File: config.mk
export PLATFORM = sky130hd
export DESIGN_NAME = gregorian_date_arithmetic_top
export DESIGN_NICKNAME = d
export VERILOG_FILES = /design/src/sv/gda_pkg.sv /design/src/sv/gda_d2s.sv /design/src/sv/gda_s2d.sv /design/src/sv/gregorian_date_arithmetic_top.sv
export SDC_FILE = /design/constraint.sdc
export NUM_CORES = 2
export LEC_CHECK = 0
export ABC_AREA = 1
export ABC_CLOCK_PERIOD_IN_PS = 30900
export BUFFER_PORTS_ARGS = -buffer_cell sky130_fd_sc_hd__buf_2
export CAP_MARGIN = 30
export CORE_MARGIN = 5
export CORE_UTILIZATION = 58
export CTS_BUF_LIST = sky130_fd_sc_hd__clkbuf_4
export CTS_CLUSTER_DIAMETER = 80
export DETAILED_ROUTE_END_ITERATION = 16
export HOLD_SLACK_MARGIN = 0.08
export MAX_ROUTING_LAYER = met4
export PLACE_DENSITY_LB_ADDON = 0.05
export SKIP_LAST_GASP = 1
export SYNTH_ARGS = -nofsm -noshare
export SYNTH_HDL_FRONTEND = slang
export SYNTH_SLANG_ARGS = --single-unit
export TNS_END_PERCENT = 30
File: constraint.sdc
create_clock -name aclk -period 30.9 [get_ports aclk]
set_input_delay 1.545 -clock aclk [delete_from_list [all_inputs] [get_ports aclk]]
set_output_delay 1.545 -clock aclk [all_outputs]
set_load 0.005 [all_outputs]
File: src/sv/gda_pkg.sv
// Shared types, codes, reciprocal constants and small tables for the date unit.
// No dependencies.
package gda_pkg;

    localparam logic [1:0] OP_ADD  = 2'd0;
    localparam logic [1:0] OP_SUB  = 2'd1;
    localparam logic [1:0] OP_DIFF = 2'd2;

    localparam logic [21:0] GAP_MAX   = 22'h3FFFFF;
    localparam logic [17:0] DAYS_ERA  = 18'd146097;
    localparam logic [17:0] DOE_LAST  = 18'd146096;
    localparam logic [13:0] YEAR_MAX  = 14'd9999;
    localparam logic [14:0] YEAR_BIAS = 15'd400;

    localparam logic [15:0] M_DIV100  = 16'(((64'd1 << 22) + 64'd99) / 64'd100);
    localparam logic [23:0] M_DIVERA  = 24'(((64'd1 << 41) + 64'd146096) / 64'd146097);
    localparam logic [18:0] M_DIV1460 = 19'(((64'd1 << 29) + 64'd1459) / 64'd1460);
    localparam logic [18:0] M_DIV36524 = 19'(((64'd1 << 34) + 64'd36523) / 64'd36524);
    localparam logic [18:0] M_DIV365  = 19'(((64'd1 << 27) + 64'd364) / 64'd365);
    localparam logic [9:0]  M_DIV100S = 10'(((64'd1 << 16) + 64'd99) / 64'd100);
    localparam logic [11:0] M_DIV153  = 12'(((64'd1 << 19) + 64'd152) / 64'd153);

    typedef struct packed {
        logic [1:0]  op;
        logic        keep;
        logic [4:0]  kd;
        logic [3:0]  km;
        logic [13:0] ky;
        logic [21:0] gap;
    } gda_ctl_t;

    function automatic logic [3:0] clamp_month(input logic [3:0] m);
        logic [3:0] r;
        r = m;
        if (m == 4'd0) r = 4'd1;
        else if (m > 4'd12) r = 4'd12;
        return r;
    endfunction

    // day of year at the start of a March-based month
    function automatic logic [8:0] month_start(input logic [3:0] mp);
        logic [8:0] r;
        case (mp)
            4'd0:    r = 9'd0;
            4'd1:    r = 9'd31;
            4'd2:    r = 9'd61;
            4'd3:    r = 9'd92;
            4'd4:    r = 9'd122;
            4'd5:    r = 9'd153;
            4'd6:    r = 9'd184;
            4'd7:    r = 9'd214;
            4'd8:    r = 9'd245;
            4'd9:    r = 9'd275;
            4'd10:   r = 9'd306;
            4'd11:   r = 9'd337;
            default: r = 9'd0;
        endcase
        return r;
    endfunction

endpackage

File: src/sv/gda_d2s.sv
// Date to day-serial front end: decode, year/100 reciprocal, serial sum.
// Depends on gda_pkg.
module gda_d2s import gda_pkg::*; (
    input  logic             aclk,
    input  logic             aresetn,
    input  logic             en,
    input  logic             in_valid,
    input  logic [1:0]       op,
    input  logic [4:0]       day,
    input  logic [3:0]       month,
    input  logic [13:0]      year,
    input  logic [15:0]      day_count,
    input  logic [4:0]       other_day,
    input  logic [3:0]       other_month,
    input  logic [13:0]      other_year,
    output logic             out_valid,
    output gda_ctl_t         out_ctl,
    output logic [22:0]      z1,
    output logic [22:0]      z2
);

    logic [2:0] v_reg;

    gda_ctl_t           a_ctl_next, a_ctl_reg, b_ctl_reg, c_ctl_reg;
    logic [3:0]         a_mp1_next, a_mp2_next, a_mp1_reg, a_mp2_reg, b_mp1_reg, b_mp2_reg;
    logic [14:0]        a_ya1_next, a_ya2_next, a_ya1_reg, a_ya2_reg, b_ya1_reg, b_ya2_reg;
    logic signed [17:0] a_off1_next, a_off2_next, a_off1_reg, a_off2_reg;
    logic signed [17:0] b_off1_reg, b_off2_reg;
    logic [7:0]         b_q1_next, b_q2_next, b_q1_reg, b_q2_reg;
    logic [22:0]        c_z1_next, c_z2_next, c_z1_reg, c_z2_reg;
    logic [3:0]         m1, m2;
    logic signed [17:0] dp;
    logic [30:0]        p1, p2;

    function automatic logic [22:0] serial(input logic [14:0] ya, input logic [7:0] q,
                                           input logic [3:0] mp, input logic signed [17:0] off);
        logic [24:0] s;
        s = 25'(ya) * 25'd365 + 25'(ya >> 2) + 25'(q >> 2) + 25'(month_start(mp)) - 25'(q)
            + {{7{off[17]}}, off};
        return s[22:0];
    endfunction

    always_comb begin
        m1 = clamp_month(month);
        m2 = clamp_month(other_month);
        a_mp1_next = (m1 > 4'd2) ? m1 - 4'd3 : m1 + 4'd9;
        a_mp2_next = (m2 > 4'd2) ? m2 - 4'd3 : m2 + 4'd9;
        a_ya1_next = {1'b0, year} + YEAR_BIAS - 15'(m1 <= 4'd2);
        a_ya2_next = {1'b0, other_year} + YEAR_BIAS - 15'(m2 <= 4'd2);
        case (op)
            OP_ADD:  dp = $signed({13'd0, day}) + $signed({2'd0, day_count});
            OP_SUB:  dp = $signed({13'd0, day}) - $signed({2'd0, day_count});
            default: dp = $signed({13'd0, day});
        endcase
        a_off1_next = dp - 18'sd1;
        a_off2_next = $signed({13'd0, other_day}) - 18'sd1;
        a_ctl_next.op   = op;
        a_ctl_next.keep = ((op == OP_ADD) && (dp == 18'sd0)) || ((op == OP_SUB) && (dp > 18'sd0));
        a_ctl_next.kd   = dp[4:0];
        a_ctl_next.km   = m1;
        a_ctl_next.ky   = year;
        a_ctl_next.gap  = '0;
        p1 = 31'(a_ya1_reg) * 31'(M_DIV100);
        p2 = 31'(a_ya2_reg) * 31'(M_DIV100);
        b_q1_next = p1[29:22];
        b_q2_next = p2[29:22];
        c_z1_next = serial(b_ya1_reg, b_q1_reg, b_mp1_reg, b_off1_reg);
        c_z2_next = serial(b_ya2_reg, b_q2_reg, b_mp2_reg, b_off2_reg);
    end

    always_ff @(posedge aclk) begin
        if (!aresetn) begin
            v_reg <= '0;
        end else if (en) begin
            v_reg <= {v_reg[1:0], in_valid};
        end
    end

    always_ff @(posedge aclk) begin
        if (en) begin
            a_ctl_reg  <= a_ctl_next;
            a_mp1_reg  <= a_mp1_next;
            a_mp2_reg  <= a_mp2_next;
            a_ya1_reg  <= a_ya1_next;
            a_ya2_reg  <= a_ya2_next;
            a_off1_reg <= a_off1_next;
            a_off2_reg <= a_off2_next;
            b_ctl_reg  <= a_ctl_reg;
            b_mp1_reg  <= a_mp1_reg;
            b_mp2_reg  <= a_mp2_reg;
            b_ya1_reg  <= a_ya1_reg;
            b_ya2_reg  <= a_ya2_reg;
            b_off1_reg <= a_off1_reg;
            b_off2_reg <= a_off2_reg;
            b_q1_reg   <= b_q1_next;
            b_q2_reg   <= b_q2_next;
            c_ctl_reg  <= b_ctl_reg;
            c_z1_reg   <= c_z1_next;
            c_z2_reg   <= c_z2_next;
        end
    end

    assign out_valid = v_reg[2];
    assign out_ctl   = c_ctl_reg;
    assign z1        = c_z1_reg;
    assign z2        = c_z2_reg;

endmodule

File: src/sv/gda_s2d.sv
// Day-serial to date back end and gap: 400-year era split, year of era, month, day.
// Depends on gda_pkg.
module gda_s2d import gda_pkg::*; (
    input  logic               aclk,
    input  logic               aresetn,
    input  logic               en,
    input  logic               in_valid,
    input  gda_ctl_t           in_ctl,
    input  logic [22:0]        z1,
    input  logic [22:0]        z2,
    output logic               out_valid,
    output gda_ctl_t           out_ctl,
    output logic [4:0]         res_d,
    output logic [3:0]         res_m,
    output logic signed [15:0] res_y
);

    logic [6:0] v_reg;
    gda_ctl_t   ctl_reg [7];

    logic [22:0] d_z_reg;
    logic [5:0]  d_era_next, d_era_reg, e_era_reg, f_era_reg, g_era_reg, i_era_reg, j_era_reg;
    logic [21:0] d_gap_next;
    logic [17:0] e_doe_next, e_doe_reg, f_doe_reg, g_doe_reg;
    logic [7:0]  f_q1_next, f_q1_reg;
    logic [2:0]  f_q2_next, f_q2_reg;
    logic        f_last_reg;
    logic [8:0]  g_yoe_next, g_yoe_reg, i_yoe_reg, j_yoe_reg;
    logic [8:0]  i_doy_next, i_doy_reg, j_doy_reg;
    logic [3:0]  j_mp_next, j_mp_reg;
    logic [4:0]  k_d_next, k_d_reg;
    logic [3:0]  k_m_next, k_m_reg;
    logic signed [15:0] k_y_next, k_y_reg;
    gda_ctl_t    d_ctl_next;

    logic [23:0] diff;
    logic [46:0] pe;
    logic [36:0] p1, p2, p3;
    logic [17:0] t;
    logic [18:0] p4;
    logic [17:0] doy_w;
    logic [10:0] x153;
    logic [22:0] p5;

    always_comb begin
        diff = {1'b0, z1} - {1'b0, z2};
        if (diff[23]) diff = -diff;
        d_gap_next = (diff > 24'(GAP_MAX)) ? GAP_MAX : diff[21:0];
        d_ctl_next = in_ctl;
        d_ctl_next.gap = (in_ctl.op == OP_DIFF) ? d_gap_next : '0;
        pe = 47'(z1) * 47'(M_DIVERA);
        d_era_next = pe[46:41];

        e_doe_next = 18'(d_z_reg - 23'(d_era_reg) * 23'(DAYS_ERA));

        p1 = 37'(e_doe_reg) * 37'(M_DIV1460);
        p2 = 37'(e_doe_reg) * 37'(M_DIV36524);
        f_q1_next = p1[36:29];
        f_q2_next = p2[36:34];

        t  = f_doe_reg - 18'(f_q1_reg) + 18'(f_q2_reg) - 18'(f_last_reg);
        p3 = 37'(t) * 37'(M_DIV365);
        g_yoe_next = p3[35:27];

        p4    = 19'(g_yoe_reg) * 19'(M_DIV100S);
        doy_w = g_doe_reg - 18'(g_yoe_reg) * 18'd365 - 18'(g_yoe_reg >> 2) + 18'(p4[18:16]);
        i_doy_next = doy_w[8:0];

        x153 = 11'(i_doy_reg) * 11'd5 + 11'd2;
        p5   = 23'(x153) * 23'(M_DIV153);
        j_mp_next = p5[22:19];

        k_d_next = 5'(j_doy_reg - month_start(j_mp_reg) + 9'd1);
        k_m_next = (j_mp_reg < 4'd10) ? j_mp_reg + 4'd3 : j_mp_reg - 4'd9;
        k_y_next = $signed(16'(j_era_reg) * 16'd400 + 16'(j_yoe_reg)
                   + 16'(k_m_next <= 4'd2)) - 16'sd400;
    end

    always_ff @(posedge aclk) begin
        if (!aresetn) begin
            v_reg <= '0;
        end else if (en) begin
            v_reg <= {v_reg[5:0], in_valid};
        end
    end

    always_ff @(posedge aclk) begin
        if (en) begin
            ctl_reg[0] <= d_ctl_next;
            for (int i = 1; i < 7; i++) ctl_reg[i] <= ctl_reg[i-1];
            d_z_reg    <= z1;
            d_era_reg  <= d_era_next;
            e_doe_reg  <= e_doe_next;
            e_era_reg  <= d_era_reg;
            f_doe_reg  <= e_doe_reg;
            f_era_reg  <= e_era_reg;
            f_q1_reg   <= f_q1_next;
            f_q2_reg   <= f_q2_next;
            f_last_reg <= (e_doe_reg == DOE_LAST);
            g_doe_reg  <= f_doe_reg;
            g_era_reg  <= f_era_reg;
            g_yoe_reg  <= g_yoe_next;
            i_doy_reg  <= i_doy_next;
            i_era_reg  <= g_era_reg;
            i_yoe_reg  <= g_yoe_reg;
            j_doy_reg  <= i_doy_reg;
            j_era_reg  <= i_era_reg;
            j_yoe_reg  <= i_yoe_reg;
            j_mp_reg   <= j_mp_next;
            k_d_reg    <= k_d_next;
            k_m_reg    <= k_m_next;
            k_y_reg    <= k_y_next;
        end
    end

    assign out_valid = v_reg[6];
    assign out_ctl   = ctl_reg[6];
    assign res_d     = k_d_reg;
    assign res_m     = k_m_reg;
    assign res_y     = k_y_reg;

endmodule

File: src/sv/gregorian_date_arithmetic_top.sv
// Gregorian date unit: add or subtract days, or day gap between two dates.
// One item enters per cycle through s_valid/s_ready; one result leaves per item
// through m_valid/m_ready, in order.
// An input transfer passes through 3 stages that turn each date into a day serial,
// 7 stages that turn the serial back into a date through reciprocal-multiply
// divisions, and 1 output stage before m_valid.
// Throughput is one item per cycle while the output is not stalled; no walk over months is done.
// Add and subtract go through the serial unless the date needs no walk, in
// which case the given month and year pass through with the new day. Results outside years 1..9999 are
// pinned to the nearest end with m_out_of_range set.
// Reset (aresetn low at a clock edge) empties the pipeline; no result appears.
// When the receiver holds m_ready low with a result waiting, the whole pipeline
// freezes, s_ready drops, and nothing is lost or repeated.
// Depends on gda_pkg, gda_d2s and gda_s2d.
module gregorian_date_arithmetic_top import gda_pkg::*; (
    input  logic        aclk,
    input  logic        aresetn,
    input  logic        s_valid,
    output logic        s_ready,
    input  logic [1:0]  s_op,
    input  logic [4:0]  s_day,
    input  logic [3:0]  s_month,
    input  logic [13:0] s_year,
    input  logic [15:0] s_day_count,
    input  logic [4:0]  s_other_day,
    input  logic [3:0]  s_other_month,
    input  logic [13:0] s_other_year,
    output logic        m_valid,
    input  logic        m_ready,
    output logic [4:0]  m_res_day,
    output logic [3:0]  m_res_month,
    output logic [13:0] m_res_year,
    output logic [21:0] m_gap_days,
    output logic        m_out_of_range
);

    logic               en;
    logic               d2s_valid, s2d_valid;
    gda_ctl_t           d2s_ctl, s2d_ctl;
    logic [22:0]        z1, z2;
    logic [4:0]         cd;
    logic [3:0]         cm;
    logic signed [15:0] cy;

    logic        m_valid_reg;
    logic [4:0]  day_next, day_reg;
    logic [3:0]  month_next, month_reg;
    logic [13:0] year_next, year_reg;
    logic [21:0] gap_next, gap_reg;
    logic        oor_next, oor_reg;
    logic        lo, hi;

    assign en      = !m_valid_reg || m_ready;
    assign s_ready = en;

    gda_d2s u_d2s (
        .aclk        (aclk),
        .aresetn     (aresetn),
        .en          (en),
        .in_valid    (s_valid),
        .op          (s_op),
        .day         (s_day),
        .month       (s_month),
        .year        (s_year),
        .day_count   (s_day_count),
        .other_day   (s_other_day),
        .other_month (s_other_month),
        .other_year  (s_other_year),
        .out_valid   (d2s_valid),
        .out_ctl     (d2s_ctl),
        .z1          (z1),
        .z2          (z2)
    );

    gda_s2d u_s2d (
        .aclk      (aclk),
        .aresetn   (aresetn),
        .en        (en),
        .in_valid  (d2s_valid),
        .in_ctl    (d2s_ctl),
        .z1        (z1),
        .z2        (z2),
        .out_valid (s2d_valid),
        .out_ctl   (s2d_ctl),
        .res_d     (cd),
        .res_m     (cm),
        .res_y     (cy)
    );

    always_comb begin
        day_next   = '0;
        month_next = '0;
        year_next  = '0;
        gap_next   = '0;
        oor_next   = 1'b0;
        if (s2d_ctl.keep) begin
            lo = (s2d_ctl.ky == 14'd0);
            hi = (s2d_ctl.ky > YEAR_MAX);
        end else begin
            lo = (cy < 16'sd1);
            hi = (cy > $signed({2'b00, YEAR_MAX}));
        end
        case (s2d_ctl.op)
            OP_ADD, OP_SUB: begin
                if (lo) begin
                    day_next   = 5'd1;
                    month_next = 4'd1;
                    year_next  = 14'd1;
                    oor_next   = 1'b1;
                end else if (hi) begin
                    day_next   = 5'd31;
                    month_next = 4'd12;
                    year_next  = YEAR_MAX;
                    oor_next   = 1'b1;
                end else if (s2d_ctl.keep) begin
                    day_next   = s2d_ctl.kd;
                    month_next = s2d_ctl.km;
                    year_next  = s2d_ctl.ky;
                end else begin
                    day_next   = cd;
                    month_next = cm;
                    year_next  = cy[13:0];
                end
            end
            OP_DIFF: begin
                gap_next = s2d_ctl.gap;
            end
            default: begin
                gap_next = '0;
            end
        endcase
    end

    always_ff @(posedge aclk) begin
        if (!aresetn) begin
            m_valid_reg <= 1'b0;
        end else if (en) begin
            m_valid_reg <= s2d_valid;
        end
    end

    always_ff @(posedge aclk) begin
        if (en) begin
            day_reg   <= day_next;
            month_reg <= month_next;
            year_reg  <= year_next;
            gap_reg   <= gap_next;
            oor_reg   <= oor_next;
        end
    end

    assign m_valid        = m_valid_reg;
    assign m_res_day      = day_reg;
    assign m_res_month    = month_reg;
    assign m_res_year     = year_reg;
    assign m_gap_days     = gap_reg;
    assign m_out_of_range = oor_reg;

endmodule

# ---- Yosys cells after proc, flatten, opt, wreduce, memory -nomap -nowiden
# Memories as Yosys holds them, arrays and structs flattened. A register that Yosys moved wholly into a read port is not among the register bits.
# Cells that the tools add are included.
dict set report totals {
  wordCells 185
  mem_bits_ro 432
  reg_bits 526
  mem_bits_rw 336
  input_bits 68
  output_inout_bits 48
  memories 4
}
dict set report op_classes {
  bitwise 1
  n_eq_ne 5
  mul 14
  n_lt_le_gt_ge 13
  mux 29
  reduce_logical 14
  addsub 39
}
# memory depth width read_ports rd_clocked_by_memory_dff write_ports line
set memory_table {}
lappend memory_table {u_s2d.ctl_reg 7 48 7 0 7 gda_s2d.sv:19} ;# gda_ctl_t ctl_reg [7];
lappend memory_table {{(no name shown)} 16 9 1 1 0 gda_pkg.sv:43} ;# case (mp)
lappend memory_table {{(no name shown)} 16 9 1 1 0 gda_pkg.sv:43}
lappend memory_table {{(no name shown)} 16 9 1 1 0 gda_pkg.sv:43}
# cell count
set ops {}
lappend ops {{$mul 15x13->27 const B} 2}
lappend ops {{$mux 4} 12}
lappend ops {{$mul 23x24->47 const B} 1}
lappend ops {{$add 23x13->23} 2}
lappend ops {{$add 23x23->23} 2}
lappend ops {{$add 23x6->23} 2}
lappend ops {{$add 23x9->23} 2}
lappend ops {{$mul 15x9->23 const B} 2}
lappend ops {{$sub 23x8->23} 2}
lappend ops {{$mux 22} 2}
lappend ops {{$mul 18x19->37 const B} 1}
lappend ops {{$pmux 18 s2} 1}
lappend ops {{$mul 18x16->34 const B} 1}
lappend ops {{$mul 18x16->33 const B} 1}
lappend ops {{$add 14x9->15 const B} 2}
lappend ops {{$sub 15x1->15} 2}
lappend ops {{$mux 14} 2}
lappend ops {{$gt 24x22->1 const B} 1}
lappend ops {{$mux 24} 1}
lappend ops {{$neg 24->24} 1}
lappend ops {{$sub 23x23->24} 1}
lappend ops {{$mul 11x12->23 const B} 1}
lappend ops {{$add 18x3->18} 1}
lappend ops {{$eq 18x18->1 const B} 1}
lappend ops {{other kinds (47)} 69}

# ---- Longest topological paths before layout
dict set report depth {
  depth_word 6
  depth_mapped 43
  depth_no_buf 43
}

# ---- Modules after synthesis
# Synthesis repeated with hierarchy kept, for this count alone.
dict set report unflattened {
  hier_cells 8014
  area_unflattened_um2 85136.7
}
# mod instances seq_area_each_um2 area_each_um2 cells_each
set modules_own_cells {}
lappend modules_own_cells {gda_s2d 1 15765.1 52868.2 4845}
lappend modules_own_cells {gda_d2s 1 8348.0 29977.5 2917}
lappend modules_own_cells {gregorian_date_arithmetic_top 1 1401.3 2290.9 252}

# ---- Worst setup path after synthesis
# No wires, ideal clock.
dict set report synth_timing {
  path_kind {in2out}
  startpoint {input m_ready}
  endpoint {output s_ready}
  slack_ns 4.942
  arrival_time_ns 24.413
  path_buffers 2
  required_time_ns 29.355
  cell_stages 4
  cell_sequence {nor2_1 -> inv_1 -> clkbuf_1 -> buf_1}
}
dict set report synth_between {
  elab_chain_cells 1
}
# element line
set synth_rtl {}
lappend synth_rtl {{start, declared} gregorian_date_arithmetic_top.sv:29} ;# input logic m_ready,
lappend synth_rtl {{$logic_or 1x1->1} gregorian_date_arithmetic_top.sv:53} ;# assign en = !m_valid_reg || m_ready;
lappend synth_rtl {{end, declared} gregorian_date_arithmetic_top.sv:19} ;# output logic s_ready,
# No other way between the ends.

# ---- Final worst setup path
dict set report layout_timing {
  startpoint {register u_s2d.f_q2_reg[0]}
  endpoint {register u_s2d.g_yoe_reg[8], data pin}
}
dict set report layout_between {
  elab_chain_cells 3
}
# element line
set layout_rtl {}
lappend layout_rtl {{start, declared} gda_s2d.sv:26} ;# logic [2:0] f_q2_next, f_q2_reg;
lappend layout_rtl {{start signal, assigned} gda_s2d.sv:98} ;# f_q2_reg <= f_q2_next;
lappend layout_rtl {{$add 18x3->18} gda_s2d.sv:61} ;# t = f_doe_reg - 18'(f_q1_reg) + 18'(f_q2_reg) - 18'(f_last_reg);
lappend layout_rtl {{$sub 18x1->18} gda_s2d.sv:61}
lappend layout_rtl {{$mul 18x16->33} gda_s2d.sv:62} ;# p3 = 37'(t) * 37'(M_DIV365);
lappend layout_rtl {{net u_s2d.p3[35]} gda_s2d.sv:38} ;# logic [36:0] p1, p2, p3;
lappend layout_rtl {{end signal, assigned} gda_s2d.sv:102} ;# g_yoe_reg <= g_yoe_next;
lappend layout_rtl {{end, declared} gda_s2d.sv:28} ;# logic [8:0] g_yoe_next, g_yoe_reg, i_yoe_reg, j_yoe_reg;
# The timed path passes the listed nets, and every way through them passes these cells.
# A chain may end at the register's enable or synchronous reset.

==> summary.txt <==
STA
  – Fin worst setup slack: 21760 ps
  – RSZ-0062 raised after global routing: false
  – Final hold vios: 0
  – Fin. max-slew vios: 0
  – Final setup fails: 0
  – Slew headroom: 0.349
  – Setup TNS: 0 ps
  – Tmin final: ~9100 ps
  – Tcrit/Tclk final: 0.296
  – F_max: approximately 110 MHz
  – Setup Skew: 84.1 ps
  – Measured slew at the worst slew-check pin: around 1000 ps

Place
  – DPL Wire Length: approximately 150 mm
  – GPL Wtd Cong: approximately 0.94
  – Port bufs: around 120
  – Placement Setup Slack: 21780 ps

Synthesis
  – Post-synthesis cell type count: 66
  – #FFs+latches synth: roughly 860
  – Syn Std Cell Area: between 0.08 and 0.09 mm2
  – FFs w/ async S/R, synth: 0
  – Primary FF master, synth: edfxtp_1
  – YS warnings: 0
  – Avg Synthesized Cell Area: roughly 11 um2
  – Post-Syn Nets: 10200
  – Syn Inst Count: 7760
  – Register area share after synthesis: 0.304
  – EDFF count, synth: roughly 830

Floorplan
  – Die area: 0.152 mm2
  – Core area: approximately 0.14 mm2
  – Die Ht: between 300 and 400 um
  – Die W: 390 um
  – Initial Util: 0.583
  – I/O pins: 116
  – Cell Rows: roughly 140

Clock tree
  – CTS Buf Count: 218
  – Root Buffer: clkbuf_4
  – H-Tree Depth: 4
  – Setup Buffers After CTS: 0
  – CTS tree: done
  – Post-cts resize count: 0
  – Worst-skew pair later-pin latency: about 1200 ps
  – CTS Hold Bufs: 0
  – Clock buffer depth: 3
  – Clk sinks: between 800 and 900
  – CTS clk-pin slew, worst paths: 70 ps

Global route
  – Largest net degree at the start of global routing: approximately 150
  – First-pass GRT wire length: ~300 mm
  – Total gr overflow: 0
  – GRT Util Overall: 0.257
  – Vias in the first global route: 56000
  – Initial antenna violation count: 5

Setup path
  – Slowest cell on the critical path: fa_1
  – Kind of critical path: flip-flop to flip-flop
  – Crit path launch type: flip-flop
  – Crit path buffers/inverters: 10
  – CP max FO: 10
  – CP delay by family, top: adder cells
  – Arrival time worst endpoint: between 10000 and 15000 ps
  – Req. time, crit path: 31810 ps
  – Largest stage delay on the critical path: 550 ps
  – Worst Setup End Kind: flip-flop
  – Crit path top cell by count: inv_1

Final layout
  – Layout cell share with drive strength beyond 1: 0.0739
  – Layout area overhead: 7.30%
  – # nets final: around 11000
  – Max FFs per register: roughly 340
  – Fillcell total: around 12000
  – Area taken by multi-input logic gates: 0.0505 mm2
  – FF+latch area: around 0.026 mm2

Drt
  – Initial DRC count: around 2800
  – Post-route DRC: 0
  – Routed WL: between 150 and 200 mm
  – DR pass1 iterations: 7
  – Post-DRT Antenna Nets: 0
  – Routed WL per cell: around 18 um
  – Vias post-DR: ~53000
  – Via density: roughly 5.2

Outcome
  – Status: complete, no violations

Hold path
  – Min-Delay Path Class: flip-flop to flip-flop

Job
  – Max_cap viols: 0
[worst register-to-register path: cells and delay by family, from the launching register on]
| kind | cells | cell delay, ps |
|---|---|---|
| adder cells (fa/ha/maj) | 11 | 4650 |
| AO/OA/AOI/OAI | 10 | 1980 |
| AND/OR/NAND/NOR | 10 | 1220 |
| buffers and inverters | 10 | 700 |
| flip-flops | 1 | 400 |
[per-layer routing]
layer	GRT usage	share of wire	wire, um
met5	-	0	0
met1	0.345	0.45	82900
met2	0.412	0.47	86600
met4	0.0773	0.030	5500
met3	0.0337	0.042	7590
[layout make-up]
| class | count | area share |
|---|---|---|
| well taps | 1903 | 0.0265 |
| clock buffers | 315 | 0.0263 |
| inverters | 2048 | 0.0856 |
| repair buffers | 156 | 0.0105 |
| flip-flops and latches | 861 | 0.284 |
| multi-input cells | 4822 | 0.561 |
| diodes | 4 | 0.000111 |
| clock inverters | 75 | 0.00610 |
[layout by cell type, fill, tap and decap left out, drive strengths merged, types with 2 or more instances in the layout]
master,instances
a21o,21
a31oi,25
nor3,61
a31o,4
o221a,2
nor4,19
nand4,57
clkbuf,315
o21ai,197
a211oi,17
diode,4
o21a,11
bufinv,2
and2,4
a211o,2
and3,2
xnor2,87
fa,998
o211ai,15
edfxtp,827
o311ai,2
nor3b,4
a21boi,13
buf,156
nand3b,6
inv,2056
o21bai,28
or2,16
xor2,193
ha,1423
a221oi,10
nor2,310
nand2,741
o221ai,8
nand3,161
dfxtp,34
o31ai,9
a21oi,365
o22ai,3
clkinv,64
[synthesized netlist by cell type, drive strengths merged, types with 6 or more instances]
cell	n	area, um2
inv	2047	7680
ha	1423	17800
fa	998	20000
edfxtp	827	24800
nand2	741	2860
a21oi	365	1930
nor2	310	1210
o21ai	197	986
xor2	193	1710
nand3	161	826
xnor2	87	762
nor3	61	320
nand4	57	363
dfxtp	34	681
o21bai	28	214
a31oi	25	156
a21o	21	158
clkbuf	20	75.1
nor4	19	125
a211oi	17	133
or2	16	100
o211ai	15	113
a21boi	13	97.6
o21a	11	82.6
a221oi	10	87.6
o31ai	9	67.6
o221ai	8	70.1
buf	7	52.5
nand3b	6	45.0
[path summary, 6_finish.rpt]
check                                          start              endpoint  slack, ps  depth (start not counted)
worst max register to register     u_s2d.f_q2_reg[0]    u_s2d.g_yoe_reg[8]      21760                         41
worst max-delay path               u_s2d.f_q2_reg[0]    u_s2d.g_yoe_reg[8]      21760                         41
worst min-delay path            u_s2d.ctl_reg[2][37]  u_s2d.ctl_reg[3][37]        360                          0
worst min register to register  u_s2d.ctl_reg[2][37]  u_s2d.ctl_reg[3][37]        360                          0
[per-stage QoR]
stage	hold slack (ps)	area, um2	std cells	util
final	362	89900	10200	0.626
after global routing	358	89900	10200	0.626
after CTS	350	89900	10200	0.626
after detailed placement	405	87000	9788	0.605
after global placement	401	86900	9784	0.605
after floorplan	400	83800	7760	-
[kinds of logic (layout without fill, tap and decap cells)]
| kind of cell | after synthesis | after routing | share of synthesized area |
|---|---|---|---|
| adder cells (fa/ha/maj) | 2421 | 2421 | 0.451 |
| buffers and inverters | 2077 | 2594 | 0.0935 |
| AND/OR/NAND/NOR | 1383 | 1383 | 0.0708 |
| flip-flops | 861 | 861 | 0.304 |
| AO/OA/AOI/OAI | 738 | 738 | 0.0508 |
| XOR/XNOR | 280 | 280 | 0.0295 |
| other | 0 | 4 | 0 |
Power is left out: the tool's default activity adds up to more than one toggle a clock period on the data nets, which glitch-free logic cannot reach.
